$ cat src/rtl/bph_ram.sv
module bph_ram #(
	parameter int WIDTH = 8,
	parameter int DEPTH = 256,
	localparam int AW = $clog2(DEPTH)
) (
	input  logic             clk,
	input  logic             we,
	input  logic [AW-1:0]    waddr,
	input  logic [WIDTH-1:0] wdata,
	input  logic             re,
	input  logic [AW-1:0]    raddr,
	output logic [WIDTH-1:0] rdata
);

	logic [WIDTH-1:0] mem [DEPTH];

	// single write port, registered read port
	always_ff @(posedge clk) begin
		if (we) begin
			mem[waddr] <= wdata;
		end
		if (re) begin
			rdata <= mem[raddr];
		end
	end

endmodule

$ cat config.mk
export PLATFORM = sky130hd
export DESIGN_NAME = bph_ram
export DESIGN_NICKNAME = d
export VERILOG_FILES = /design/src/rtl/bph_ram.sv
export SDC_FILE = /design/constraint.sdc
export NUM_CORES = 2
export LEC_CHECK = 0
export BUFFER_PORTS_ARGS = -buffer_cell sky130_fd_sc_hd__clkbuf_2
export CELL_PAD_IN_SITES_DETAIL_PLACEMENT = 1
export CELL_PAD_IN_SITES_GLOBAL_PLACEMENT = 1
export CORE_ASPECT_RATIO = 0.7
export CORE_MARGIN = 2
export CORE_UTILIZATION = 50
export CTS_CLUSTER_DIAMETER = 60
export DETAILED_ROUTE_END_ITERATION = 8
export GPL_ROUTABILITY_DRIVEN = 0
export GPL_TIMING_DRIVEN = 1
export PLACE_DENSITY_LB_ADDON = 0.1
export SYNTH_ARGS = -nofsm -noshare
export SYNTH_HDL_FRONTEND = slang
export SYNTH_SLANG_ARGS = --single-unit
$ cat constraint.sdc
create_clock -name clk -period 2.5 [get_ports clk]
set_input_delay 0.625 -clock clk [delete_from_list [all_inputs] [get_ports clk]]
set_output_delay 0.625 -clock clk [all_outputs]
set_load 0.01 [all_outputs]
# [After elaboration in Yosys (flattened, before gate mapping)]
# Memories as Yosys holds them, arrays and structs flattened. A register that Yosys moved wholly into a read port is not among the register bits.
# Index checks and enable logic that the tools add are counted.
[classes] magnitude_cmp=0 mux=2 div=0 mul=0 bitwise=0 n_addsub=0 reduce_logical=0 eq_ne=0 n_shift=0
[op_table] operator="1-bit two-way mux" n=2
[word_totals] elab_cells=3 ff_bits=0 n_memories=1 ram_bits=2048 out_inout_bits=8 mem_bits_ro=0 latch_bits=0 inputBits=27
[mem_list] memory="mem" depth=256 width=8 rd=1 rd_ports_with_merged_regs=1 wr=1 line="15" source="logic [WIDTH-1:0] mem [DEPTH];"

# [Longest topological paths before layout]
[logic_depth] word_depth=2 mapped_depth=11 mapped_depth_nobuf=6

# [Least setup slack after synthesis]
# No wires, ideal clock.
[synth_path] kind="in2reg" startpoint="input raddr[0]" endpoint="register rdata[2], read port of mem (data pin)" t_arrival_ns=2.432 setup_time_ns=0.269 slack_ns=-0.201 required_time_ns=2.231 path_stages=9 n_path_buf=4 cell_sequence="buf_6 -> buf_12 -> buf_8 -> buf_2 -> mux4_2 -> a22oi_1 -> a21oi_1 -> nor4_1 -> nor4_2"
[synth_rtl] item="from (decl)" line="11" source="input logic [AW-1:0] raddr,"
[synth_rtl] item="to (decl)" line="12" source="output logic [WIDTH-1:0] rdata"

==> results.ini <==
[status]
status=complete, but fails checks
violations=negative setup slack

[sta]
clock_skew_ns=0.0291
setup_viol=1
maxSlewViolCount=0
finalCritPeriodShare_pct=100
relSlewSlack_pct=51.9
worst_pin_slew_ns=0.722
timing.hold.ws_ns=0.185
hold_violations=0
setup_ws_ns=-0.0114
fmax_ghz=0.398
period_minus_slack_ns=2.51

[floorplanning]
die_area_mm2=0.163
start_util_pct=50.4
die_w_um=481
io_pins=35
die_h_um=338
std_cell_rows=122
core-area_mm2=0.158

[grt]
grt_max_degree=101
grt_pass1_vias=43900
gr-total-overflow=0
grt.total_usage_pct=28.2
grt_pass1_wl_mm=325
antenna_found_initial=13

[synth]
synth_seq_cells=2056
ys.flop_type=edfxtp_1
synth_edf_count=2056
yosys_warnings=0
netlist_area_mm2=0.0796
yosysTopAreaCell=edfxtp_1
synth_nets=3760
synthTopCellsByArea=edfxtp_1, mux4_2, mux2i_1, nor2_1, a22oi_1
syn_inst=3733
ys_seq_area_share_pct=77.5
ys_async_sr_fraction_pct=0
ys_types=54
syn_avg_cell_area_um2=21.3
synth.top_cell.area_share_pct=77.5

[cts]
tritoncts=done
clockBufferDepth=3
clkLatencyLatePin_ns=0.83
cts_sinks=2056
clk_pin_slew_ns=0.06
h-tree-depth=4
cts_root_buf=clkbuf_16
cts-buffers-inserted=190

[power_and_ir_drop]
ir_drop_v=0.000745
p_leak_nw=30.9
power_density_mw_per_mm2=759
total_power_mw=71.9

[setup_path]
rrSetupSlack_ns=0.08
worstPathRequired_ns=3.05
crit_type=in -> reg
path_max_fanout=7
worst_setup_path_start_kind=input pin
cp.arrival_ns=3.07
setup.worst_path.end_class=register

[drt]
routedWlPerCell_um=33.5
drc=0
via_per_inst=6.23
totalWireLength_mm=226
firstDrtPassIters=6
drtIter0Drc=4975
drtAntennaViolNets=0
dr_total_vias=42000

[layout]
drive_above_1_share_pct=33.9
area_delta_synth_final_pct=18.9
final_common_cell=edfxtp_1
nets=4512
layout_common_cells=edfxtp_1, buf_4, mux4_2, nor2_1, clkbuf_16

[job]
max_cap_viol_count=0

[placement]
dpl.hpwl_mm=150
portBuffers=34

[min_path]
hold_path.class=in -> reg

==> final cells by class <==
class	instances	area [um2]
repair buffers	793	7310
clock inverters	117	1260
flip-flops and latches	2056	61700
inverters	2	7.51
diodes	2	5.00
fillers	13300	63400
multi-input cells	1442	16700
well taps	2108	2640
clock buffers	233	5020
==> worst paths after layout <==
path / from / end / cells past startpoint
max: raddr[3] / rdata[1] / 11
min: wdata[3] / mem[201][3] / 1
max reg2reg: mem[80][2] / rdata[2] / 6
min reg2reg: mem[41][3] / rdata[3] / 7
==> worst max-delay path: stages <==
cell and delay, ns:
buf_2 0.42, buf_12 0.19, nor2b_1 0.30, buf_4 0.25
a221oi_1 0.10, o211ai_1 0.14, buf_4 0.17, nand3_1 0.12
nor4_2 0.41, buf_4 0.24, nor4_1 0.06
==> power by group <==
group | total [mW] | switching, mW | internal [mW]
registers | 38.0 | 0.0463 | 38.0
clock network | 29.6 | 12.8 | 16.8
logic | 4.25 | 2.53 | 1.72
==> layer usage <==
metal	GRT usage (%)	vias to the layer above	routed length (um)	part of all wire [%]
li1	-	17200	-	-
met1	41.4	22600	95700	42
met2	43.9	1874	106000	47
met3	4.72	336	17500	7.7
met4	8.34	0	6560	2.9
met5	0	-	0	0
==> cells by family after synthesis <==
group,share of synthesized area [%]
AND/OR/NAND/NOR,2.63
multiplexers,14.6
buffers and inverters,1.83
AO/OA/AOI/OAI,3.42
flip-flops,77.5
==> registers in the layout (all words and copies together) (netlist names) <==
name / cells
mem: 2048
rdata: 8
==> metrics by stage <==
stage | instances | TNS (ns) | instance area (um2) | utilization (%) | setup WS [ns]
after CTS | 6745 | 0 | 94600 | 59.8 | 0.0153
after floorplan | 3733 | -0.571 | 79900 | - | -0.0824
final | 6753 | -0.0114 | 94700 | 59.9 | -0.0114
after global placement | 6395 | -8.17 | 88100 | 55.7 | -1.34
after global routing | 6752 | -0.0724 | 94700 | 59.9 | -0.0475
after detailed placement | 6395 | -8.48 | 88100 | 55.7 | -1.36
==> synthesized netlist by cell type (all sizes together), types with 16 or more instances <==
| library cell | n |
|---|---|
| mux2i | 134 |
| a21oi | 96 |
| nand2 | 33 |
| a211oi | 16 |
| nand3 | 34 |
| clkbuf | 111 |
| nor2b | 31 |
| a22oi | 133 |
| nor4 | 27 |
| edfxtp | 2056 |
| mux4 | 456 |
| buf | 122 |
| nor3 | 22 |
| o22ai | 28 |
| nor2 | 282 |
| o221ai | 47 |
==> what timing repair did <==
item,CTS,global route
endpoints found under the setup margin,6,8
gates cloned,1,0
hold buffers,0,0
gates resized for setup,24,22
pin swaps,4,5
setup buffers,0,6
Power figures use the tool's default switching activity.
