File: src/rtl/bph_pkg.sv
package bph_pkg;

	// beat field widths
	localparam int CMD_W        = 2;
	localparam int ADDR_W       = 32;
	localparam int PATTERN_W    = 8;
	localparam int TRACKED_W    = 7;
	localparam int READ_COUNT_W = 32;

	// command codes
	localparam logic [CMD_W-1:0] CMD_BRANCH = 2'd0;
	localparam logic [CMD_W-1:0] CMD_READ   = 2'd1;
	localparam logic [CMD_W-1:0] CMD_CLEAR  = 2'd2;

	// configuration register widths and reset values
	localparam int CSB_W  = 3;
	localparam int HSB_W  = 3;
	localparam int HLEN_W = 4;
	localparam logic [CSB_W-1:0]  COUNT_SLOT_BITS_RST   = 3'd6;
	localparam logic [HSB_W-1:0]  HISTORY_SLOT_BITS_RST = 3'd6;
	localparam logic [HLEN_W-1:0] HISTORY_LENGTH_RST    = 4'd8;

	// register file port
	localparam int PADDR_W = 4;
	localparam int PDATA_W = 32;
	localparam int REG_IDX_W = 2;
	localparam logic [REG_IDX_W-1:0] REG_COUNT_SLOT_BITS   = 2'd0;
	localparam logic [REG_IDX_W-1:0] REG_HISTORY_SLOT_BITS = 2'd1;
	localparam logic [REG_IDX_W-1:0] REG_HISTORY_LENGTH    = 2'd2;

	// sequencer states
	typedef enum logic [2:0] {
		ST_INIT,
		ST_IDLE,
		ST_LOOKUP,
		ST_EXEC,
		ST_UPDATE,
		ST_CLEAR,
		ST_DONE
	} state_t;

	// controller to datapath
	typedef struct packed {
		logic capture;
		logic lookup;
		logic exec;
		logic update;
		logic sweep;
		logic finish;
	} ctrl_cmd_t;

	// datapath to controller
	typedef struct packed {
		logic cmd_clear;
		logic sweep_last;
		logic result_busy;
	} dp_status_t;

endpackage

File: src/rtl/bph_ctrl.sv
module bph_ctrl (
	input  logic                  clk,
	input  logic                  arst_n,
	input  logic                  item_valid,
	output logic                  item_stall,
	input  bph_pkg::dp_status_t   status,
	output bph_pkg::ctrl_cmd_t    ctl
);

	import bph_pkg::*;

	state_t state_q;
	state_t state_nxt;

	// state register
	always_ff @(posedge clk or negedge arst_n) begin
		if (!arst_n) begin
			state_q <= ST_INIT;
		end else begin
			state_q <= state_nxt;
		end
	end

	// next state and datapath commands
	always_comb begin
		state_nxt  = state_q;
		ctl        = '0;
		item_stall = 1'b1;
		unique case (state_q)
			ST_INIT: begin
				ctl.sweep = 1'b1;
				if (status.sweep_last) begin
					state_nxt = ST_IDLE;
				end
			end
			ST_IDLE: begin
				item_stall = 1'b0;
				if (item_valid) begin
					ctl.capture = 1'b1;
					state_nxt   = ST_LOOKUP;
				end
			end
			ST_LOOKUP: begin
				ctl.lookup = 1'b1;
				state_nxt  = ST_EXEC;
			end
			ST_EXEC: begin
				ctl.exec  = 1'b1;
				state_nxt = status.cmd_clear ? ST_CLEAR : ST_UPDATE;
			end
			ST_UPDATE: begin
				ctl.update = 1'b1;
				state_nxt  = ST_DONE;
			end
			ST_CLEAR: begin
				ctl.sweep = 1'b1;
				if (status.sweep_last) begin
					state_nxt = ST_DONE;
				end
			end
			ST_DONE: begin
				if (!status.result_busy) begin
					ctl.finish = 1'b1;
					state_nxt  = ST_IDLE;
				end
			end
			default: begin
				state_nxt = ST_INIT;
			end
		endcase
	end

endmodule

File: config.mk
export PLATFORM = sky130hd
export DESIGN_NAME = bph_ctrl
export DESIGN_NICKNAME = d
export VERILOG_FILES = /design/src/rtl/bph_pkg.sv /design/src/rtl/bph_ctrl.sv
export SDC_FILE = /design/constraint.sdc
export NUM_CORES = 1
export LEC_CHECK = 0
export ABC_AREA = 1
export ABC_CLOCK_PERIOD_IN_PS = 1500
export BUFFER_PORTS_ARGS = -buffer_cell sky130_fd_sc_hd__buf_2
export CAP_MARGIN = 10
export CORE_AREA = 2 2 39 41
export CTS_BUF_LIST = sky130_fd_sc_hd__clkbuf_4 sky130_fd_sc_hd__clkbuf_8
export DETAILED_ROUTE_END_ITERATION = 6
export DIE_AREA = 0 0 41 43
export GPL_ROUTABILITY_DRIVEN = 1
export HOLD_SLACK_MARGIN = 0.08
export SYNTH_ARGS = -nofsm -noshare
export SYNTH_HDL_FRONTEND = slang
export SYNTH_SLANG_ARGS = --single-unit
File: constraint.sdc
create_clock -name clk -period 1.5 [get_ports clk]
set_clock_uncertainty 0.05 [all_clocks]
set_input_delay 0.15 -clock clk [delete_from_list [all_inputs] [get_ports clk]]
set_output_delay 0.15 -clock clk [all_outputs]
set_load 0.01 [all_outputs]
# Word-level counts from Yosys, hierarchy flattened

Index checks and enable logic that the tools add are counted.
Widths: inputs -> output; s select.

Add/sub/neg operators: 0
$mul: 0
Div/mod/pow operators: 0
$lt $le $gt $ge: 0
Equal/unequal tests: 10
Shift-type cells: 0
Mux-type cells: 15
Bitwise gates (word level): 0
Reduce and logical (&&, ||, !) cells: 3

Operators by type and width:

| kind               | number |
|---|---|
| $pmux 3 s7         | 1 |
| $mux 3             | 4 |
| $mux 1             | 10 |
| $eq 3x3->1 const B | 3 |
| $ne 2x2->1 const B | 4 |
| $eq 3x2->1 const B | 2 |
| $reduce_and 4->1   | 1 |
| $eq 3x1->1 const B | 1 |
| $logic_not 3->1    | 1 |
| $reduce_or 2->1    | 1 |

Bits in registers: 3
Latch bits: 0
Memory bits (writable): 0
ROM bits: 0
Input bits: 6
Output and inout port bits: 7
Word-level logic and storage cells: 29
Memories: 0

# Depth between registers and ports, before layout

Depth after elaboration: 3
Gate-level depth with buffers: 7
Depth with buffers taken out: 7

# Least setup slack after synthesis

No wires, ideal clock.

Path type: reg-to-reg
Start: reg state_q[1]
End: reg state_q[1]
Library setup time: 0.118 ns
Arrival: 0.936 ns
Required time: 1.332 ns
Path slack: 0.396 ns
Cell stages (with the launch flop): 7
Path buffers: 0
Clock period less this slack: 1.104 ns
Path through: dfrtp_1 inv_2 nand3_2 nor2_2 nor2_4 nand3_1 nand2_1

Word-level cells in the longest chain between the ends: 3
Elaborated cells between the ends (all ways): 13

RTL lines:

| element                            | line           | RTL |
|---|---|---|
| start, declared                    | bph_ctrl.sv:12 | `state_t state_q;` |
| start signal, assigned             | bph_ctrl.sv:20 | `state_q <= state_nxt;` |
| $eq 3x3->1 (tied with other cells) | bph_ctrl.sv:29 | `unique case (state_q)` |
| $ne 2x2->1 (no source line)        | n/a            |  |
| $reduce_and 4->1 (no source line)  | n/a            |  |

Several ways; a longest one is shown, not always the timed one.
A chain may end at the register's enable or synchronous reset.

==> summary.txt <==
Status
  • Status: finished clean

Drt
  • Vias: ~270
  • Drt initial violations: 4
  • Via density: roughly 3.9
  • Post-detailed-route wirelength per cell: 7.56 µm
  • DR DRC count: 0
  • Routed WL: 537 µm
  • Drt first pass iters: 4
  • Antenna violation net count after detailed routing: 0

Cells and area
  • Area of the multi-input gates: 151 µm²
  • Fin cells: 71
  • Top flop regs: state_q x3
  • Max FFs per register: 3
  • Storage element area: 75.1 µm²
  • Number of fill cells: roughly 160
  • Antenna cells: 0
  • Area grow syn2layout: 46.8%
  • Share of cells above drive strength 1: 41.8%
  • Reg with most FFs: state_q
  • Nets: 62

Worst setup path
  • CP Max Fanout: 5
  • Setup crit end kind: primary output
  • Reg2reg start: state_q[1]$_DFFE_PN0P_
  • R2R Path End: state_q[1]$_DFFE_PN0P_
  • Crit Path Class: register to primary output
  • CP Cell Sequence: inv_1, nand2_1, and3_1, buf_2
  • FF-to-FF setup slack: between 300 and 400 ps
  • Worst EP arrival: 1190 ps
  • Startpoint types: register
  • Reg2Reg Depth: 6
  • Crit path max-delay cell type: dfrtp_1
  • WP data required: ~1300 ps
  • Max stage delay on crit path: 420 ps

Power
  • Clk pwr share: 21.2%
  • Max VDD drop: around 640 µV
  • Int Power: 0.409 mW
  • Sw power: 0.345 mW
  • Power Density: around 2000 nW/µm²
  • Comb pwr share: 55.4%
  • Net Sw Frac: 45.8%
  • P_leak: 0.220 nW
  • Reg power frac: 23.4%

Logic synthesis
  • Area leader, netlist: dfrtp_1
  • Synthesized net count: between 40 and 50
  • Post-synth EDFFs: 0
  • Synth cell types: 15
  • Area of the mapped netlist: ~260 µm²
  • Synth Register Bits: 3
  • Seq/Total Area, Yosys: 29.3%
  • Synth top area cells: dfrtp_1 (29%), inv_1 (10%), nand2_1 (10%), nor2_1 (10%), nor2_4 (8.8%)
  • Gate Count Post-Synth: 38
  • Syn avg cell area: 6.75 µm²
  • Yosys warning count: 0
  • Primary FF master, synth: dfrtp_1
  • Synth top area share: about 29%
  • Synth top cells by count: inv_1 (7), nand2_1 (7), nor2_1 (7), dfrtp_1 (3)
  • Post-synth ARST share: 100%

Global route
  • Initial antenna violation count: 0
  • GRT Residual Overflow: 0
  • First-pass GRT wire length: 972 µm
  • Total track usage: 8.56%
  • Largest net degree at the start of global routing: 7
  • Vias in the first global route: 253

Clocking
  • Clock Sinks: 3
  • CTS Root Cell: clkbuf_4
  • Post_cts resized: 0
  • Later-pin clock latency in the skew report: 230 ps
  • Total CTS buffers: 3
  • CTS tree: done
  • Reg clk slew, reported paths: 40 ps
  • CTS hold repair buffers: 1
  • Clock Path Buffers: 2
  • Post-CTS Repair Setup Buffers: 0
  • Htree depth: 1

Timing
  • Max Slew Vio Count: 0
  • Hold slack: 189 ps
  • Slew @ Worst Pin: around 190 ps
  • Final Hold Fails: 0
  • Fin crit period: 1390 ps
  • Fin Setup TNS: 0 ps
  • RSZ-0062 raised after global routing: false
  • Post-route setup slack: approximately 110 ps
  • Max Fclk: 722 MHz
  • Final worst-path cycle share: between 90 and 100%
  • Setup violators final: 0
  • Worst rel slew slack: about 87%

Place
  • Port Buffers: 12
  • Pre-CTS WS: 342 ps
  • Routability cong.: about 0.73
  • Detailed Place HPWL: roughly 450 µm
  • Inst Count DP: 66

Die
  • I/O pins: 13
  • Cell Rows: 14
  • DIE HEIGHT: 43 µm
  • Core ar.: 1380 µm²
  • Starting Density: 18.5%
  • Die ar.: 1760 µm²
  • Die width: ~41 µm

Job
  • Max Cap Viol: 0

Worst hold path
  • HP Class: input pin to asynchronous set/reset pin
[worst max-delay path by stage]
stage | from | to | slack [ps] | depth (start not counted)
4_1_cts | state_q[0]$_DFFE_PN0P_ | ctl[1] | 110 | 4
3_5_place_dp | state_q[1]$_DFFE_PN0P_ | state_q[1]$_DFFE_PN0P_ | 340 | 6
3_3_place_gp | state_q[1]$_DFFE_PN0P_ | state_q[1]$_DFFE_PN0P_ | 350 | 6
2_1_floorplan | state_q[1]$_DFFE_PN0P_ | state_q[1]$_DFFE_PN0P_ | 400 | 6
5_1_grt | state_q[0]$_DFFE_PN0P_ | ctl[1] | 20 | 4
6_report | state_q[0]$_DFFE_PN0P_ | ctl[1] | 110 | 4
[power by group through the flow]
stage / Combinational [mW] / Clock [mW] / Sequential (mW)
global route: 0.487 / 0.181 / 0.186
CTS: 0.428 / 0.168 / 0.178
global placement: 0.421 / 0 / 0.176
floorplan: 0.309 / 0 / 0.166
detailed placement: 0.425 / 0 / 0.179
finish: 0.418 / 0.160 / 0.177
[layer usage]
metal | global-route usage, % | up-vias | wire (µm)
met3 | 5.76 | 2 | 60
met1 | 8.77 | 112 | 227
met5 | 0 | - | 0
li1 | - | 151 | -
met2 | 11.9 | 9 | 234
met4 | 6.00 | 0 | 14
[metrics by stage]
step | power, mW | util (%) | area (µm²)
after detailed placement | 0.604 | 24.3 | 337
after CTS | 0.774 | 27.2 | 377
final | 0.755 | 27.2 | 377
after global routing | 0.854 | 27.2 | 377
after floorplan | 0.476 | - | 256
after global placement | 0.597 | 24.3 | 337
[layout make-up]
class                      instances  share of cell area (%)
inverter                           8                    7.97
sequential                         3                    19.9
multi-input combinational         27                    40.2
tap                               16                    5.32
timing repair buffer              13                    18.6
clock buffer                       4                    7.97
[cells in the final DEF (no fill, tap or decap), drive strengths merged]
master       synthesis  routed
clkbuf               0       4
nand2                7       7
o21ai                2       2
nor2                10      10
inv                  8       8
or2                  1       1
dfrtp                3       3
nand4                1       1
nand3                4       4
buf                  0      12
a21oi                1       1
dlygate4sd3          0       1
and3                 1       1
[critical path: cells and delay by family (launching register included)]
kind / cells / cell delay, ps
and+or+nand+nor: 2 / 270
DFF: 1 / 420
buffers and inverters: 2 / 250
[kinds of logic after synthesis]
kind of cell	after synthesis	synth area share, %
AO/OA/AOI/OAI	3	5.85
buffers and inverters	8	11.7
flip-flops	3	29.3
AND/OR/NAND/NOR	24	53.2
(Power assumes the default switching activity.)
