### src/rtl/bph_pkg.sv
package bph_pkg;

	// beat field widths
	localparam int CMD_W        = 2;
	localparam int ADDR_W       = 32;
	localparam int PATTERN_W    = 8;
	localparam int TRACKED_W    = 7;
	localparam int READ_COUNT_W = 32;

	// command codes
	localparam logic [CMD_W-1:0] CMD_BRANCH = 2'd0;
	localparam logic [CMD_W-1:0] CMD_READ   = 2'd1;
	localparam logic [CMD_W-1:0] CMD_CLEAR  = 2'd2;

	// configuration register widths and reset values
	localparam int CSB_W  = 3;
	localparam int HSB_W  = 3;
	localparam int HLEN_W = 4;
	localparam logic [CSB_W-1:0]  COUNT_SLOT_BITS_RST   = 3'd6;
	localparam logic [HSB_W-1:0]  HISTORY_SLOT_BITS_RST = 3'd6;
	localparam logic [HLEN_W-1:0] HISTORY_LENGTH_RST    = 4'd8;

	// register file port
	localparam int PADDR_W = 4;
	localparam int PDATA_W = 32;
	localparam int REG_IDX_W = 2;
	localparam logic [REG_IDX_W-1:0] REG_COUNT_SLOT_BITS   = 2'd0;
	localparam logic [REG_IDX_W-1:0] REG_HISTORY_SLOT_BITS = 2'd1;
	localparam logic [REG_IDX_W-1:0] REG_HISTORY_LENGTH    = 2'd2;

	// sequencer states
	typedef enum logic [2:0] {
		ST_INIT,
		ST_IDLE,
		ST_LOOKUP,
		ST_EXEC,
		ST_UPDATE,
		ST_CLEAR,
		ST_DONE
	} state_t;

	// controller to datapath
	typedef struct packed {
		logic capture;
		logic lookup;
		logic exec;
		logic update;
		logic sweep;
		logic finish;
	} ctrl_cmd_t;

	// datapath to controller
	typedef struct packed {
		logic cmd_clear;
		logic sweep_last;
		logic result_busy;
	} dp_status_t;

endpackage

### src/rtl/bph_dp.sv
module bph_dp #(
	parameter int SLOT_BITS_MAX = 6,
	parameter int HISTORY_MAX   = 8,
	parameter int COUNT_WIDTH   = 32
) (
	input  logic                                      clk,
	input  logic                                      arst_n,
	input  bph_pkg::ctrl_cmd_t                        ctl,
	output bph_pkg::dp_status_t                       status,
	// input beat
	input  logic [bph_pkg::CMD_W-1:0]                 command,
	input  logic [bph_pkg::ADDR_W-1:0]                branch_address,
	input  logic                                      taken,
	input  logic                                      accept_new,
	input  logic [bph_pkg::PATTERN_W-1:0]             read_pattern,
	// configuration
	input  logic [bph_pkg::CSB_W-1:0]                 count_slot_bits,
	input  logic [bph_pkg::HSB_W-1:0]                 history_slot_bits,
	input  logic [bph_pkg::HLEN_W-1:0]                history_length,
	// result beat
	output logic                                      result_valid,
	input  logic                                      result_stall,
	output logic [bph_pkg::TRACKED_W-1:0]             tracked_slots,
	output logic [bph_pkg::READ_COUNT_W-1:0]          read_count,
	output logic                                      read_slot_valid,
	// history memory
	output logic                                      h_we,
	output logic [SLOT_BITS_MAX-1:0]                  h_waddr,
	output logic [HISTORY_MAX-1:0]                    h_wdata,
	output logic                                      h_re,
	output logic [SLOT_BITS_MAX-1:0]                  h_raddr,
	input  logic [HISTORY_MAX-1:0]                    h_rdata,
	// pattern counter memory
	output logic                                      c_we,
	output logic [SLOT_BITS_MAX+HISTORY_MAX-1:0]      c_waddr,
	output logic [COUNT_WIDTH-1:0]                    c_wdata,
	output logic                                      c_re,
	output logic [SLOT_BITS_MAX+HISTORY_MAX-1:0]      c_raddr,
	input  logic [COUNT_WIDTH-1:0]                    c_rdata
);

	import bph_pkg::*;

	localparam int SLOTS  = 1 << SLOT_BITS_MAX;
	localparam int CAW    = SLOT_BITS_MAX + HISTORY_MAX;
	localparam int PEXT_W = (HISTORY_MAX > PATTERN_W) ? HISTORY_MAX : PATTERN_W;
	localparam int CEXT_W = (COUNT_WIDTH > READ_COUNT_W) ? COUNT_WIDTH : READ_COUNT_W;

	logic [CMD_W-1:0]         command_q;
	logic [ADDR_W-1:0]        addr_q;
	logic                     taken_q;
	logic                     accept_q;
	logic [PATTERN_W-1:0]     pattern_q;

	logic [SLOT_BITS_MAX-1:0] cmask;
	logic [SLOT_BITS_MAX-1:0] hmask;
	logic [SLOT_BITS_MAX-1:0] cs;
	logic [SLOT_BITS_MAX-1:0] hs;
	logic [HISTORY_MAX-1:0]   lmask;
	logic [PEXT_W-1:0]        pat_ext;
	logic [HISTORY_MAX-1:0]   pat;
	logic [HISTORY_MAX-1:0]   hist_base;
	logic [HISTORY_MAX-1:0]   hist_new;

	logic                     is_branch;
	logic                     is_read;
	logic                     is_clear;
	logic                     hv;
	logic                     sv;
	logic                     create_slot;
	logic                     create_hist;
	logic                     shift;

	logic [SLOTS-1:0]         hist_valid_q;
	logic [SLOTS-1:0]         slot_valid_q;
	logic [TRACKED_W-1:0]     slot_total_q;

	logic                     count_en_q;
	logic                     rvalid_q;
	logic [CAW-1:0]           count_addr_q;
	logic [READ_COUNT_W-1:0]  rcount_q;
	logic [CEXT_W-1:0]        c_ext;
	logic [COUNT_WIDTH-1:0]   c_inc;
	logic [CAW-1:0]           sweep_q;

	logic                     result_valid_q;
	logic [TRACKED_W-1:0]     tracked_slots_q;
	logic [READ_COUNT_W-1:0]  read_count_q;
	logic                     read_slot_valid_q;

	// capture the accepted beat
	always_ff @(posedge clk) begin
		if (ctl.capture) begin
			command_q <= command;
			addr_q    <= branch_address;
			taken_q   <= taken;
			accept_q  <= accept_new;
			pattern_q <= read_pattern;
		end
	end

	// slot and history length masks, oversized settings saturate naturally
	always_comb begin
		for (int i = 0; i < SLOT_BITS_MAX; i++) begin
			cmask[i] = i < int'(count_slot_bits);
			hmask[i] = i < int'(history_slot_bits);
		end
		for (int i = 0; i < HISTORY_MAX; i++) begin
			lmask[i] = (i == 0) || (i < int'(history_length));
		end
	end

	assign cs      = addr_q[SLOT_BITS_MAX-1:0] & cmask;
	assign hs      = addr_q[SLOT_BITS_MAX-1:0] & hmask;
	assign pat_ext = PEXT_W'(pattern_q);
	assign pat     = pat_ext[HISTORY_MAX-1:0];

	// decode and slot lookups
	assign is_branch   = (command_q == CMD_BRANCH);
	assign is_read     = (command_q == CMD_READ);
	assign is_clear    = (command_q == CMD_CLEAR);
	assign hv          = hist_valid_q[hs];
	assign sv          = slot_valid_q[cs];
	assign create_slot = is_branch && accept_q && !sv;
	assign create_hist = is_branch && accept_q && !hv;
	assign shift       = is_branch && (accept_q || hv);

	// new history: a fresh register starts from zero
	assign hist_base = create_hist ? '0 : h_rdata;
	assign hist_new  = HISTORY_MAX'({hist_base, taken_q}) & lmask;

	// history memory read-modify-write
	assign h_re    = ctl.lookup;
	assign h_raddr = hs;
	assign h_we    = ctl.exec && shift;
	assign h_waddr = hs;
	assign h_wdata = hist_new;

	// valid bits and slot count
	always_ff @(posedge clk or negedge arst_n) begin
		if (!arst_n) begin
			hist_valid_q <= '0;
			slot_valid_q <= '0;
			slot_total_q <= '0;
		end else if (ctl.exec) begin
			if (is_clear) begin
				hist_valid_q <= '0;
				slot_valid_q <= '0;
				slot_total_q <= '0;
			end else begin
				if (create_hist) begin
					hist_valid_q[hs] <= 1'b1;
				end
				if (create_slot) begin
					slot_valid_q[cs] <= 1'b1;
					slot_total_q     <= slot_total_q + TRACKED_W'(1);
				end
			end
		end
	end

	// counter read, issued with the history update
	assign c_re    = ctl.exec;
	assign c_raddr = is_read ? {cs, pat} : {cs, hist_new};

	always_ff @(posedge clk or negedge arst_n) begin
		if (!arst_n) begin
			count_en_q <= 1'b0;
			rvalid_q   <= 1'b0;
		end else if (ctl.exec) begin
			count_en_q <= is_branch && accept_q;
			rvalid_q   <= is_read && sv;
		end
	end

	always_ff @(posedge clk) begin
		if (ctl.exec) begin
			count_addr_q <= c_raddr;
		end
	end

	// saturating increment and read value
	assign c_inc = (&c_rdata) ? c_rdata : c_rdata + COUNT_WIDTH'(1);
	assign c_ext = CEXT_W'(c_rdata);

	always_ff @(posedge clk) begin
		if (ctl.update) begin
			rcount_q <= c_ext[READ_COUNT_W-1:0];
		end
	end

	// clearing sweep address
	always_ff @(posedge clk or negedge arst_n) begin
		if (!arst_n) begin
			sweep_q <= '0;
		end else if (ctl.sweep) begin
			sweep_q <= sweep_q + CAW'(1);
		end
	end

	// counter write: sweep zeroes, update writes back the increment
	always_comb begin
		if (ctl.sweep) begin
			c_we    = 1'b1;
			c_waddr = sweep_q;
			c_wdata = '0;
		end else begin
			c_we    = ctl.update && count_en_q;
			c_waddr = count_addr_q;
			c_wdata = c_inc;
		end
	end

	// result output register
	always_ff @(posedge clk or negedge arst_n) begin
		if (!arst_n) begin
			result_valid_q <= 1'b0;
		end else if (ctl.finish) begin
			result_valid_q <= 1'b1;
		end else if (!result_stall) begin
			result_valid_q <= 1'b0;
		end
	end

	always_ff @(posedge clk) begin
		if (ctl.finish) begin
			tracked_slots_q   <= slot_total_q;
			read_count_q      <= rvalid_q ? rcount_q : '0;
			read_slot_valid_q <= rvalid_q;
		end
	end

	assign result_valid    = result_valid_q;
	assign tracked_slots   = tracked_slots_q;
	assign read_count      = read_count_q;
	assign read_slot_valid = read_slot_valid_q;

	// status to the controller
	assign status.cmd_clear   = is_clear;
	assign status.sweep_last  = &sweep_q;
	assign status.result_busy = result_valid_q && result_stall;

endmodule

### config.mk
export PLATFORM = sky130hd
export DESIGN_NAME = bph_dp
export DESIGN_NICKNAME = d
export VERILOG_FILES = /design/src/rtl/bph_pkg.sv /design/src/rtl/bph_dp.sv
export SDC_FILE = /design/constraint.sdc
export NUM_CORES = 1
export LEC_CHECK = 0
export BUFFER_PORTS_ARGS = -buffer_cell sky130_fd_sc_hd__buf_4
export CELL_PAD_IN_SITES_DETAIL_PLACEMENT = 1
export CELL_PAD_IN_SITES_GLOBAL_PLACEMENT = 1
export CORE_MARGIN = 1
export CORE_UTILIZATION = 44
export CTS_CLUSTER_SIZE = 30
export DETAILED_ROUTE_END_ITERATION = 10
export GPL_TIMING_DRIVEN = 0
export PLACE_DENSITY = 0.77
export SYNTH_ARGS = -nofsm -noshare
export SYNTH_HDL_FRONTEND = slang
export SYNTH_SLANG_ARGS = --single-unit
### constraint.sdc
create_clock -name clk -period 5.5 [get_ports clk]
set_clock_uncertainty 0.1 [all_clocks]
set_input_delay 0.825 -clock clk [delete_from_list [all_inputs] [get_ports clk]]
set_output_delay 0.825 -clock clk [all_outputs]
set_load 0.02 [all_outputs]
Word-level counts from Yosys, hierarchy flattened
Index checks and enable logic that the tools add are counted.
{"block": "word_totals", "regBits": 256, "inputBits": 103, "out_inout_bits": 128, "wordCells": 93}
{"block": "op_classes", "addsub": 3, "order_cmp": 23, "n_eq_ne": 3, "n_mux": 22, "bitwise_logic": 5, "reduce_logical": 20}
{"operator": "64-bit two-way mux", "n": 4}
{"operator": "64-bit bitwise OR", "n": 2}
{"operator": "32-bit two-way mux", "n": 2}
{"operator": "32-bit by 1-bit adder with 32-bit output (second input constant)", "n": 1}
{"operator": "32-bit AND reduction", "n": 1}
{"operator": "7-bit two-way mux", "n": 3}
{"operator": "3-bit by 4-bit less-than comparator with 1-bit output (first input constant)", "n": 4}
{"operator": "14-bit by 1-bit adder with 14-bit output (second input constant)", "n": 1}
{"operator": "6-bit by 7-bit less-than comparator with 1-bit output (second input constant)", "n": 2}
{"operator": "14-bit two-way mux", "n": 1}
{"operator": "14-bit AND reduction", "n": 1}
{"operator": "6-bit AND", "n": 2}
{"operator": "1-bit binary-select mux with 6-bit select", "n": 2}
{"operator": "1-bit demux with 6-bit select", "n": 2}
{"operator": "6-bit by 1-bit >= comparator with 1-bit output (second input constant)", "n": 2}
{"operator": "1-bit by 3-bit less-than comparator with 1-bit output (first input constant)", "n": 4}
{"operator": "2-bit by 3-bit less-than comparator with 1-bit output (first input constant)", "n": 4}
{"operator": "3-bit less-than comparator (first input constant)", "n": 4}
{"operator": "1-bit logical AND", "n": 10}
{"operator": "8-bit AND", "n": 1}
{"operator": "2-bit by 4-bit less-than comparator with 1-bit output (first input constant)", "n": 2}
{"operator": "8-bit two-way mux", "n": 1}
{"operator": "7-bit by 1-bit adder with 7-bit output (second input constant)", "n": 1}
{"operator": "1-bit two-way mux", "n": 7}
{"operator": "9 further kinds", "n": 12}

Depth between registers and ports, before layout
Gate-level depths: netlist of the first run.
{"block": "depth", "ltp_word": 9, "depth_mapped": 13, "depth_no_buf": 8}

Worst setup path before layout of the first run
Ideal clock, no wire load.
{"block": "synth_timing", "kind": "input to output", "startpoint": "input port c_rdata[10]", "endpoint": "output port c_wdata[13]", "arrival_ns": 3.108, "required_time_ns": 4.575, "path_slack_ns": 1.467, "stages": 8, "path_buffers": 1, "cell_sequence": "and4_1 nand3_1 or4b_2 o21ai_1 clkbuf_1 nor3_1 xnor2_1 nor2_1"}
{"block": "synth_between", "elab_chain_len": 3, "word_cells_on_any_way": 4, "classes_between": "1 x add/sub; 2 x mux; 1 x reduce/logical"}
{"element": "start, declared", "line_no": "bph_dp.sv:39", "rtl": "input logic [COUNT_WIDTH-1:0] c_rdata"}
{"element": "32-bit by 1-bit adder with 32-bit output or 32-bit AND reduction (tied branches)", "line_no": "bph_dp.sv:183", "rtl": "assign c_inc = (&c_rdata) ? c_rdata : c_rdata + COUNT_WIDTH'(1);"}
{"element": "32-bit two-way mux (*)", "line_no": "bph_dp.sv:183"}
{"element": "32-bit two-way mux (*)", "line_no": "bph_dp.sv:203", "rtl": "if (ctl.sweep) begin"}
{"element": "end, declared", "line_no": "bph_dp.sv:36", "rtl": "output logic [COUNT_WIDTH-1:0] c_wdata,"}
Mark *: on every way between the ends. The rest lies on a longest branch, timed or not.

Worst setup path after layout of the first run
{"block": "layout_timing", "startpoint": "register addr_q[1]", "endpoint": "output port c_raddr[1]"}
{"block": "layout_between", "elab_chain_len": 8}
{"element": "start, declared", "line_no": "bph_dp.sv:50", "rtl": "logic [ADDR_W-1:0] addr_q;"}
{"element": "start signal, assigned", "line_no": "bph_dp.sv:95", "rtl": "addr_q <= branch_address;"}
{"element": "6-bit AND", "line_no": "bph_dp.sv:114", "rtl": "assign hs = addr_q[SLOT_BITS_MAX-1:0] & hmask;"}
{"element": "1-bit binary-select mux with 6-bit select", "line_no": "bph_dp.sv:122", "rtl": "assign hv = hist_valid_q[hs];"}
{"element": "1-bit two-way mux (implied by the code)", "line_no": "bph_dp.sv:122"}
{"element": "1-bit zero test", "line_no": "bph_dp.sv:125", "rtl": "assign create_hist = is_branch && accept_q && !hv;"}
{"element": "1-bit logical AND", "line_no": "bph_dp.sv:125"}
{"element": "7-bit two-way mux", "line_no": "bph_dp.sv:129", "rtl": "assign hist_base = create_hist ? '0 : h_rdata;"}
{"element": "8-bit AND", "line_no": "bph_dp.sv:130", "rtl": "assign hist_new = HISTORY_MAX'({hist_base, taken_q}) & lmask;"}
{"element": "8-bit two-way mux", "line_no": "bph_dp.sv:164", "rtl": "assign c_raddr = is_read ? {cs, pat} : {cs, hist_new};"}
{"element": "end, declared", "line_no": "bph_dp.sv:38", "rtl": "output logic [SLOT_BITS_MAX+HISTORY_MAX-1:0] c_raddr,"}
No other way between the ends. The select of a mux whose other input is x is not followed.

==> out/metrics.yaml, run 1 <==
worst_setup_path:
  arrival_ps: 4410
  cp.required_ps: 4580
  cp-start-kind: "flip-flop"
  slowest_delay_ps: 410
  cp_max_fo: 10
  critPathBufInv: 6
  path_cells: "buf_2 > clkbuf_4 > clkbuf_4 > buf_2 > mux4_2 > a222oi_1 > o211ai_1 > a32oi_1 > nand3_1 > clkbuf_1 > o31a_1 > buf_4"
  cp-end-kind: "output pin"
  critPathKind: "reg -> out"
  crit_family: "buffers and inverters"
  crit_slowest_cell: "o31a_1"
power_and_ir_drop:
  p_int_uw: 3450
  power_frac_clock_pct: 38.6
  netSwitchingPower_uw: 1340
  peakVddDrop_uv: 232
  switching_share_pct: 28.0
  p_comb_share_pct: 15.9
  power_density_mw_per_mm2: 313
  leakage_uw: 0.00635
  pwr-share-seq_pct: 45.5
yosys:
  syn_inst: 1169
  synth_flop_cell: "dfrtp_1"
  synth_area_sq_mm: 0.0124
  avgSynthCellArea_sq_um: 10.6
  ys_ff_latch: 256
  synth_edf_count: 104
  ys_top_cells_by_area: "dfrtp_1 31%, edfxtp_1 25%, nand2_1 6.0%"
  synthArstFlopShare_pct: 59.4
  synth.distinct_cells: 69
  synth_area_leader_cell: "dfrtp_1"
  synthesis.nets: 1275
  yosysTopAreaCellShare_pct: 30.6
  yosys_warnings: 0
  seq_area_frac_synth_pct: 55.8
global_routing:
  grt_pass1_wl_mm: 64.9
  grt_usage_pct: 29.4
  antenna_found_initial: 1
  grt_max_degree: 79
  grt.overflow.total: 0
  grt_pass1_vias: 11030
floorplanning:
  die_height_um: 170
  core-area_sq_mm: 0.0278
  dieArea_sq_mm: 0.0289
  die_w_um: 170
  rows: 61
  ios: 231
  start_util_pct: 44.7
run_status:
  outcome: "complete, no violations"
sta:
  fin_crit_ps: 5330
  worst_pin_slew_ps: 1180
  period_share_pct: 97.0
  finalSetupViolCount: 0
  slew_headroom_pct: 21.2
  hold_violations: 0
  layout_setup_ws_ps: 166
  slew_viol_final: 0
  setup_tns_ps: 0
  rsz0062_at_grt: "false"
  max_freq_ghz: 0.187
route:
  vias_per_cell: 5.95
  ant_nets: 0
  drc: 0
  via_count: 10686
  first_iter_violations: 782
  avgRoutedWirePerCell_um: 23.5
  routed_wl_mm: 42.3
  dr.pass1.iters: 5
clocking:
  cts_tree: "built"
  cts_buffers: 29
  post_cts_buffers: 0
  clk_path_buf_depth: 3
  cts_root_buf: "clkbuf_16"
  cts-hold-fix-buffers: 0
  cts-htree-levels: 1
  clock_sinks: 256
  clk_pin_slew_worst_paths_ps: 60
  clk_latency_ps: 550
min_path:
  hp-class: "in -> async"
placement:
  dp_hpwl_mm: 30.3
  placement.io_buffers: 196
  place.gp.congestion: 0.919
  dp_slack_ps: 272
cells_and_area:
  n_antenna_cell: 0
  nets: 1503
  synthToLayoutAreaGrowth_pct: 23.4
  drive_gt1_share_pct: 22.8
flow_run:
  max-cap-violations: 0
## worst register-to-register path, cell delays in order (launching register included)
cell      delay, ps
edfxtp_1        310
buf_2           290
clkbuf_4        330
clkbuf_4        310
buf_2           370
mux4_2          360
a222oi_1        400
o211ai_1        170
a32oi_1         240
nand3_1         150
clkbuf_1        330
o31a_1          410
## stage by stage
stage / total power, uW / util [%] / hold slack (ps) / instances / area (sq um)
floorplan: 2600 / - / 337 / 1169 / 12400
global placement: 2940 / 51.7 / 356 / 1743 / 14400
detailed placement: 2970 / 51.8 / 366 / 1744 / 14400
CTS: 4820 / 55.1 / 146 / 1797 / 15300
global route: 4950 / 55.2 / 177 / 1797 / 15300
finish: 4790 / 55.2 / 124 / 1797 / 15300
## path summary, 6_finish.rpt
check                                        startpoint                           end  slack, ps  depth (start not counted)
max in group asynchronous                        arst_n  slot_valid_q[61]$_DFFE_PN0P_       4330                          2
min                                              arst_n        sweep_q[7]$_DFFE_PN0P_        120                          1
max reg2reg                         addr_q[1]$_DFFE_PP_     count_addr_q[1]$_DFFE_PP_       1450                         11
min reg2reg                hist_valid_q[10]$_DFFE_PN0P_  hist_valid_q[10]$_DFFE_PN0P_        380                          2
max                                 addr_q[1]$_DFFE_PP_                    c_raddr[1]        170                         12
min in group clk                                  taken             taken_q$_DFFE_PP_        350                          1
## layer usage
metal  GRT usage (%)  wire length [um]  up-vias  share of wire [%]
met2            49.4             20300      405                 48
li1                -                 -     4760                  -
met5               0                13        -              0.031
met3            5.60              2730      112                6.5
met4            11.7              1760        2                4.2
met1            37.5             17500     5407                 41
## layout make-up
class / count / area, sq um
fillers: 3134 / 12500
clock inverters: 11 / 57.6
flip-flops and latches: 256 / 6930
well taps: 378 / 473
inverters: 28 / 105
plain buffers: 79 / 382
multi-input cells: 806 / 5020
clock buffers: 42 / 855
repair buffers: 197 / 1510
## flip-flops by register name, indices dropped and copies added, names as in the netlist
signal           flops
accept_q             1
addr_q               6
command_q            2
count_addr_q        14
count_en_q           1
hist_valid_q        64
pat                  8
rcount_q            32
read_count          32
read_slot_valid      1
result_valid         1
rvalid_q             1
slot_total_q         7
slot_valid_q        64
sweep_q             14
taken_q              1
tracked_slots        7
## cell usage in the layout, fill, tap and decap left out, types with 20 or more instances in the layout
cell | Yosys | final
dfrtp_1 | 152 | 152
inv_1 | 23 | 23
clkbuf_1 | 48 | 52
buf_4 | 10 | 205
and2_1 | 40 | 40
o41ai_1 | 20 | 20
nor2_1 | 73 | 73
o31ai_1 | 37 | 37
nand2_1 | 198 | 198
clkbuf_16 | 0 | 29
edfxtp_1 | 104 | 104
o21ai_0 | 83 | 82
xnor2_1 | 33 | 33
nor3_1 | 28 | 27
nand3_1 | 35 | 35
nand4_1 | 23 | 23
## synth_stat cells, types with 10 or more instances
cell      count
edfxtp_1    104
o31ai_1      37
nor3_1       28
buf_2        15
nor2_1       73
nor4_1       14
a32o_1       11
mux2_2       19
clkbuf_1     48
xnor2_1      33
o41ai_1      20
and3_1       12
dfrtp_1     152
nand3_1      35
inv_1        23
mux4_2       15
nand4_1      23
a21oi_1      16
nand2_1     198
or3_1        11
buf_4        10
and2_1       40
o31a_1       12
o21ai_0      83
## timing repair
action                                  CTS  global route
pin swaps                                 0             0
gates resized for setup                   3             4
endpoints found under the setup margin   15            13
## power groups by stage
| stage | logic [uW] | registers [uW] | clock network, uW |
|---|---|---|---|
| final | 762 | 2180 | 1850 |
| after floorplan | 380 | 2220 | 0 |
| after global placement | 735 | 2210 | 0 |
| after detailed placement | 754 | 2210 | 0 |
| after global routing | 812 | 2190 | 1950 |
| after CTS | 761 | 2180 | 1880 |
## logic make-up after synthesis
family | Yosys count | share of synthesized area (%)
XOR/XNOR | 40 | 2.82
buffers and inverters | 107 | 3.87
AO/OA/AOI/OAI | 253 | 14.4
flip-flops | 256 | 55.8
AND/OR/NAND/NOR | 473 | 18.2
adder cells (fa/ha/maj) | 3 | 0.302
multiplexers | 37 | 4.69
No activity file was read; power rests on OpenSTA's default activity.
==> run 2: changes to the inputs <==
Settings changed: CORE_UTILIZATION 44 to 30, PLACE_DENSITY 0.77 to 0.55.
==> out/metrics.yaml, run 2 (synthesis results as in run 1) <==
route:
  drc: 0
  ant_nets: 0
  routed_wl_mm: 45.9
  avgRoutedWirePerCell_um: 23.5
  vias_per_cell: 5.30
  first_iter_violations: 643
  dr.pass1.iters: 5
  via_count: 10365
worst_setup_path:
  cp_max_fo: 10
  cp.required_ps: 4580
  critPathKind: "reg -> out"
  cp-start-kind: "flip-flop"
  arrival_ps: 4310
  cp-end-kind: "output pin"
global_routing:
  grt.overflow.total: 0
  grt_pass1_vias: 10840
  grt_pass1_wl_mm: 69.9
  grt_usage_pct: 22.0
  grt_max_degree: 80
  antenna_found_initial: 0
sta:
  slew_headroom_pct: 19.0
  hold_violations: 0
  finalSetupViolCount: 0
  max_freq_ghz: 0.191
  rsz0062_at_grt: "false"
  fin_crit_ps: 5240
  worst_pin_slew_ps: 1210
  layout_setup_ws_ps: 262
  setup_tns_ps: 0
  slew_viol_final: 0
  period_share_pct: 95.2
clocking:
  cts_root_buf: "clkbuf_16"
  clk_pin_slew_worst_paths_ps: 60
  clk_path_buf_depth: 3
  cts-htree-levels: 1
  cts_buffers: 30
  clock_sinks: 256
  clk_latency_ps: 570
  cts_tree: "built"
cells_and_area:
  fill_cells: 4589
  synthToLayoutAreaGrowth_pct: 25.8
  layout_common_cells: "205 x buf_4, 198 x nand2_1, 152 x dfrtp_1"
  nets: 1504
  final_common_cell: "buf_4"
  largestRegisters: "hist_valid_q: 64 flops, slot_valid_q: 64 flops"
  drive_gt1_share_pct: 22.6
  utilization_pct: 38.3
power_and_ir_drop:
  peakVddDrop_uv: 208
  leakage_uw: 0.00638
  power_density_mw_per_mm2: 320
placement:
  place.gp.congestion: 0.837
  dp_hpwl_mm: 33.5
  placement.io_buffers: 196
  dp_slack_ps: 340
floorplanning:
  core-area_sq_mm: 0.0408
  start_util_pct: 30.4
  ios: 231
  die_height_um: 205
  die_w_um: 205
  dieArea_sq_mm: 0.0422
  rows: 74
run_status:
  outcome: "complete, no violations"
flow_run:
  max-cap-violations: 0
min_path:
  hp-class: "in -> async"
-- run 2: cell types whose count changed in the layout (fill, tap and decap cells not counted), sizes merged --
cell,before,now
diode,0,1
bufinv,0,3
clkbuf,91,99
clkinv,12,4
-- run 2: final timing paths --
check	start	end	slack (ps)	cells after the start
worst max-delay path	addr_q[1]$_DFFE_PP_	c_raddr[6]	260	11
worst max register to register	addr_q[2]$_DFFE_PP_	slot_valid_q[15]$_DFFE_PN0P_	1440	10
max in group asynchronous	arst_n	slot_valid_q[23]$_DFFE_PN0P_	4270	2
min in group clk	branch_address[5]	addr_q[5]$_DFFE_PP_	330	1
worst min register to register	hist_valid_q[47]$_DFFE_PN0P_	hist_valid_q[47]$_DFFE_PN0P_	380	2
worst min-delay path	arst_n	sweep_q[6]$_DFFE_PN0P_	120	1
-- run 2: area by class of cell --
| class | count | area (sq um) | share of cell area, % |
|---|---|---|---|
| Sequential cell | 256 | 6930 | 44.3 |
| Multi-Input combinational cell | 806 | 5030 | 32.2 |
| Timing Repair Buffer | 197 | 1510 | 9.64 |
| Clock buffer | 50 | 897 | 5.74 |
| Tap cell | 532 | 666 | 4.26 |
| Buffer | 79 | 384 | 2.46 |
| Clock inverter | 6 | 108 | 0.689 |
| Inverter | 28 | 105 | 0.673 |
| Antenna cell | 1 | 2.50 | 0.0160 |
-- run 2: stage by stage --
| step | total power, uW | std cells | area, sq um | hold WS, ps |
|---|---|---|---|---|
| final | 5000 | 1955 | 15600 | 118 |
| after global routing | 5200 | 1954 | 15600 | 166 |
| after CTS | 5050 | 1954 | 15600 | 167 |
| after detailed placement | 2990 | 1898 | 14600 | 364 |
| after global placement | 2980 | 1897 | 14600 | 355 |
| after floorplan | 2600 | 1169 | 12400 | 337 |
-- run 2: repair_timing --
item / 4_1_cts / 5_1_grt
pin swaps: 0 / 0
buffers inserted: 0 / 0
endpoints found under the hold margin: 0 / 0
cloned: 0 / 0
hold buffers: 0 / 0
setup endpoints to repair: 15 / 15
gates resized for setup: 1 / 8
-- run 2: worst max-delay path: stages, from the launching register on --
cell and delay, ps:
edfxtp_1 320, buf_2 280, nand2b_1 100, clkbuf_1 350, nor3_2 850, a222oi_1 290, o2111ai_1 150, o2111ai_1 250
nand3_1 230, clkbuf_1 500, o31a_1 270, buf_4 160
-- run 2: report_power, final --
| group | switching, uW | total, uW | internal, uW | leakage (uW) |
|---|---|---|---|---|
| logic | 497 | 772 | 275 | 0.00276 |
| registers | 74.3 | 2180 | 2100 | 0.00314 |
| clock network | 806 | 2050 | 1240 | 0.000485 |
| total | 1380 | 5000 | 3620 | 0.00638 |
-- run 2: routing by layer --
metal,part of all wire (%),GRT usage (%),up-vias
met5,0,0,-
met4,2.1,5.74,0
met3,5.4,3.60,62
met2,45,34.1,296
met1,47,31.6,5238
li1,-,-,4769
